File: config.mk
export PLATFORM = sky130hd
export DESIGN_NAME = disi_table
export DESIGN_NICKNAME = d
export VERILOG_FILES = /design/src/rtl/disi_pkg.sv /design/src/rtl/disi_table.sv
export SDC_FILE = /design/constraint.sdc
export NUM_CORES = 2
export LEC_CHECK = 0
export BUFFER_PORTS_ARGS = -buffer_cell sky130_fd_sc_hd__clkbuf_2
export CELL_PAD_IN_SITES_DETAIL_PLACEMENT = 0
export CELL_PAD_IN_SITES_GLOBAL_PLACEMENT = 1
export CORE_ASPECT_RATIO = 0.9
export CORE_UTILIZATION = 35
export CTS_BUF_LIST = sky130_fd_sc_hd__clkbuf_4 sky130_fd_sc_hd__clkbuf_8
export CTS_CLUSTER_SIZE = 24
export DETAILED_ROUTE_END_ITERATION = 10
export GPL_TIMING_DRIVEN = 1
export PLACE_DENSITY_LB_ADDON = 0.1
export SLEW_MARGIN = 15
export SYNTH_ARGS = -nofsm -noshare
export SYNTH_HDL_FRONTEND = slang
export SYNTH_SLANG_ARGS = --single-unit
File: constraint.sdc
create_clock -name clk -period 4.6 [get_ports clk]
set_clock_uncertainty 0.2 [all_clocks]
set_input_delay 0.23 -clock clk [delete_from_list [all_inputs] [get_ports clk]]
set_output_delay 0.23 -clock clk [all_outputs]
set_load 0.01 [all_outputs]
File: src/rtl/disi_pkg.sv
// Shared constants, widths, the controller state type and the table control struct for the interval table.
// Depends on nothing; used by disi_table and disjoint_interval_split_insert_core.
package disi_pkg;
    localparam int MAX_INTERVALS = 64;
    localparam int CODE_BITS     = 16;
    localparam int IDX_W         = $clog2(MAX_INTERVALS);
    localparam int CNT_W         = $clog2(MAX_INTERVALS + 1);
    localparam int ENTRY_W       = 2 * CODE_BITS;

    localparam logic OP_INSERT = 1'b0;
    localparam logic OP_READ   = 1'b1;

    typedef enum logic [2:0] {
        ST_IDLE,
        ST_RD,
        ST_LOAD,
        ST_EMIT,
        ST_TAIL,
        ST_READ_ISSUE,
        ST_READ_DATA,
        ST_RESP
    } state_t;

    typedef struct packed {
        logic             rd_en;
        logic             rd_bank;
        logic [IDX_W-1:0] rd_idx;
        logic             wr_en;
        logic             wr_bank;
        logic [IDX_W-1:0] wr_idx;
    } tbl_ctl_t;
endpackage

File: src/rtl/disi_table.sv
// Two-bank interval store: one synchronous read port, one write port.
// Depends on disi_pkg.
module disi_table (
    input  logic                       clk,
    input  disi_pkg::tbl_ctl_t         ctl,
    input  logic [disi_pkg::ENTRY_W-1:0] wr_data,
    output logic [disi_pkg::ENTRY_W-1:0] rd_data
);
    logic [disi_pkg::ENTRY_W-1:0] mem [2*disi_pkg::MAX_INTERVALS];

    always_ff @(posedge clk)
    begin
        if (ctl.wr_en)
        begin
            mem[{ctl.wr_bank, ctl.wr_idx}] <= wr_data;
        end
        if (ctl.rd_en)
        begin
            rd_data <= mem[{ctl.rd_bank, ctl.rd_idx}];
        end
    end
endmodule

* Yosys cells after proc, flatten, opt, wreduce, memory -nomap -nowiden *
Memories as Yosys holds them, arrays and structs flattened. A register that Yosys moved wholly into a read port is not among the register bits.
Cells that the tools add are included.

storage, ports and cells
  memory bits (writable) = 4096
  output and inout port bits = 32
  register bits = 0
  memories kept = 1

memory list
  name  depth  width  rd ports  clocked after memory_dff  wr ports  line             RTL
  mem   128    32     1         1                         1         disi_table.sv:9  logic [disi_pkg::ENTRY_W-1:0] mem [2*disi_pkg::MAX_INTERVALS];

operators by class
  multiplexer cells = 2

operators by type and width
  kind              count
  2-to-1 mux 1 bit  2

* Logic depth before layout (Yosys ltp) *
  depth after elaboration = 2
  depth in mapped cells = 8
  gate-level depth less buffers = 4

* Worst setup path before layout *
No wires, ideal clock.

  path type = input to register
  from = input ctl[7] in the netlist's numbering
  to = memory mem[98][0] in the netlist's numbering (enable)
  setup slack = 0.931 ns
  path buffers = 1
  cell stages on the path = 3
  setup time = 0.461 ns
  arrival time = 3.008 ns
  path through = clkbuf_1 -> nand4_1 -> nor3_1

on the way
  cells in the longest elaborated chain, start to end = 2

ends and longest elaborated chain
  item                                    line              RTL
  start, declared                         disi_table.sv:5   input disi_pkg::tbl_ctl_t ctl,
  2-to-1 mux 1 bit                        disi_table.sv:13  if (ctl.wr_en)
  2-to-1 mux 1 bit (not written as such)  disi_table.sv:15  mem[{ctl.wr_bank, ctl.wr_idx}] <= wr_data;
  end, declared                           disi_table.sv:9

No other way between the ends.

* Final worst setup path *
  from = input ctl[4] in the netlist's numbering
  to = memory mem[117][28] in the netlist's numbering (enable)

Straight into the memory's write port.

==> results.toml <==
[run_status]
outcome = "finished, final reports clean"

[global_route]
track_usage_pct = 21.39
overflow = 0
grt_pass1_vias = 76260
antenna_found_initial = 94
grt_pass1_wl_um = 657200
grt_max_degree = 129

[die]
dieArea_mm2 = 0.4501
start_util_pct = 35.24
dieHeight_um = 636.6
ios = 81
std_cell_rows = 232
die_w_um = 707.1
coreArea_mm2 = 0.4444

[cells_and_area]
nFillCells = 38630
seq_area_mm2 = 0.1240
multi_input_area_mm2 = 0.03229
postLayoutCellArea_mm2 = 0.1827
syn2layout_area_growth_pct = 16.66
nNetsFinal = 6968
final_util_pct = 41.11
drive_gt1_share_pct = 40.73

[synth]
synth.net_count = 6039
synth-compound-area-share_pct = 0
synth.avg_cell_area_um2 = 26.14
synth-simple-area-share_pct = 0.4450
synth-seq-cells = 4128
synth_cell_types = 16
synth_xor_area_share_pct = 0
syn_inst = 5990
synth_top_family_by_area = "multiplexers"
syn_area_mm2 = 0.1566
synthMuxAreaShare_pct = 19.56
ys.warnings.count = 0
synth-adder-area-share_pct = 0
yosysSeqAreaShare_pct = 79.16

[critical_path]
crit_top_cell = "dlygate4sd3_1"
r2r-start = "mem[117][29]$_DFFE_PP_"
worstSetupPathType = "in2reg"
worstSetupEndpointType = "flip-flop"
critPathLaunch = "ctl[4]"
slowest_delay_ns = 1.14
cp.required_ns = 5.28
crit_fanout = 13
slowest_stage = "dlygate4sd3_1"
rr_worst_depth = 5
cp-start-kind = "primary input"
r2r_end = "rd_data[29]$_DFFE_PP_"
r2r_setup_slack_ns = 1.34
crit_arrival_ns = 4.51
crit_chain = "dlygate4sd3_1 -> clkbuf_2 -> nor2b_1 -> nand3_1 -> dlygate4sd3_1 -> buf_4 -> nor2_4 -> dlygate4sd3_1 -> buf_4"

[clocking]
cts-root-buf = "clkbuf_8"
clock_sinks = 4128
cts_resized = 0
cts_buffers = 696
htreeDepth = 6
clockBufferDepth = 4
clkSlewWorstSetupHoldPaths_ns = 0.06
cts_tree = "built"
post_cts_buffers = 0
cts_hold_buf = 105
clock_latency_ns = 1.24

[pwr]
peakVddDrop_mv = 0.3186
power.internal_uw = 59830
p_comb_share_pct = 5.7
p_switching_uw = 17790
p_seq_share_pct = 53.7
p_sw_share_pct = 22.92
p_per_area_mw_per_mm2 = 424.9
leakage_uw = 0.05603
total_power_uw = 77630
clkPwrFrac_pct = 40.5

[detailed_routing]
wl_um = 485900
vias_per_cell = 5.440
drc = 0
antenna_left = 0
vias = 73280
first_pass_iters = 5
drt_iter0_markers = 8325
wl_per_cell_um = 36.07

[worst_hold_path]
hold_end = "mem[70][22]$_DFFE_PP_"
hold_depth = 2
min_path_type = "in2reg"
hold_start = "wr_data[22]"

[sta]
final_max_slew_viol_count = 0
fmax_mhz = 261.0
setup_violations = 0
worstMarginPinSlew_ns = 1.231
relSlewSlack_pct = 17.96
fin_crit_sh_pct = 83.28
period_needed_ns = 3.831
hold_slack_ns = 0.1198
fin_setup_tns_ns = 0
finalHoldViolCount = 0
rsz0062_at_grt = "false"

[placement]
dp_hpwl_um = 261200
io_buffers = 80
gp_congestion = 0.7595
place_area_mm2 = 0.1680

[flow_run]
cap_violations = 0
==> critical path: cells and delay by family <==
kind	cells	cell delay [ns]
AND/OR/NAND/NOR	3	0.94
buffers and inverters	6	3.30
==> metal layers <==
metal | track usage, % | up-vias | wire length [um]
met5 | 0 | - | 133
met4 | 4.984 | 20 | 10900
met3 | 3.566 | 646 | 32780
met2 | 33.06 | 2682 | 224100
met1 | 31.83 | 41440 | 217900
li1 | - | 28500 | -
==> area by class of cell <==
type                       instances  share of cell area (%)
clock buffer                     961                   6.381
timing repair buffer             547                   3.155
tap                             5967                   4.087
sequential                      4128                   67.86
clock inverter                   269                  0.7712
antenna                           53                 0.07260
multi-input combinational       1546                   17.68
==> cells in the mapped netlist (all sizes together) <==
library cell  number  area, um2
mux4            1344      30270
nand2b             2      12.51
mux2              32      360.4
nor2b              7      43.79
nor3               9      45.04
nand2             14      52.55
edfxtp          4128     124000
nor2             122      457.9
clkbuf           182      683.2
buf              134      628.1
nand4              3      18.77
nand3             12      60.06
or3                1      6.260
==> through the flow <==
stage	cells	setup WS [ns]
2_1_floorplan	5990	0.9313
3_3_place_gp	12080	0.5288
3_5_place_dp	12080	0.5445
4_1_cts	13410	0.9571
5_1_grt	13440	0.8317
6_report	13470	0.7690
==> logic make-up after synthesis <==
| group | count (synthesis) |
|---|---|
| flops | 4128 |
| mux | 1376 |
| buf+inv | 316 |
| simple gates | 170 |
==> flip-flops by register name, indices dropped and copies added, names as in the netlist <==
register and flops:
rd_data 32, mem 4096
==> cell usage in the layout, fill, tap and decap left out, drive strengths merged <==
cell,synthesis,routed
inv,0,15
buf,134,416
or3,1,1
dlygate4sd3,0,89
bufinv,0,4
mux4,1344,1344
nand2,14,14
nand3,12,12
clkbuf,182,1003
clkinv,0,226
nor3,9,9
nor2,122,122
nand2b,2,2
clkinvlp,0,24
mux2,32,32
edfxtp,4128,4128
nor2b,7,7
nand4,3,3
diode,0,53
==> worst max-delay path by stage <==
stage                                   endpoint  slack, ns  cells past startpoint
final                     mem[117][28]$_DFFE_PP_       0.77                      9
after detailed placement   rd_data[26]$_DFFE_PP_       0.54                      7
after global routing      mem[117][28]$_DFFE_PP_       0.83                      9
after floorplan             mem[98][0]$_DFFE_PP_       0.93                      3
after global placement     rd_data[27]$_DFFE_PP_       0.53                      8
after CTS                 mem[117][28]$_DFFE_PP_       0.96                      9
==> power groups by stage <==
stage	Clock, uW	Sequential (uW)	Combinational, uW
finish	31500	41700	4460
global route	33800	41700	4670
CTS	32300	41700	4530
detailed placement	0	42500	4350
global placement	0	42500	4310
floorplan	0	42400	2000
(Power assumes the default switching activity.)
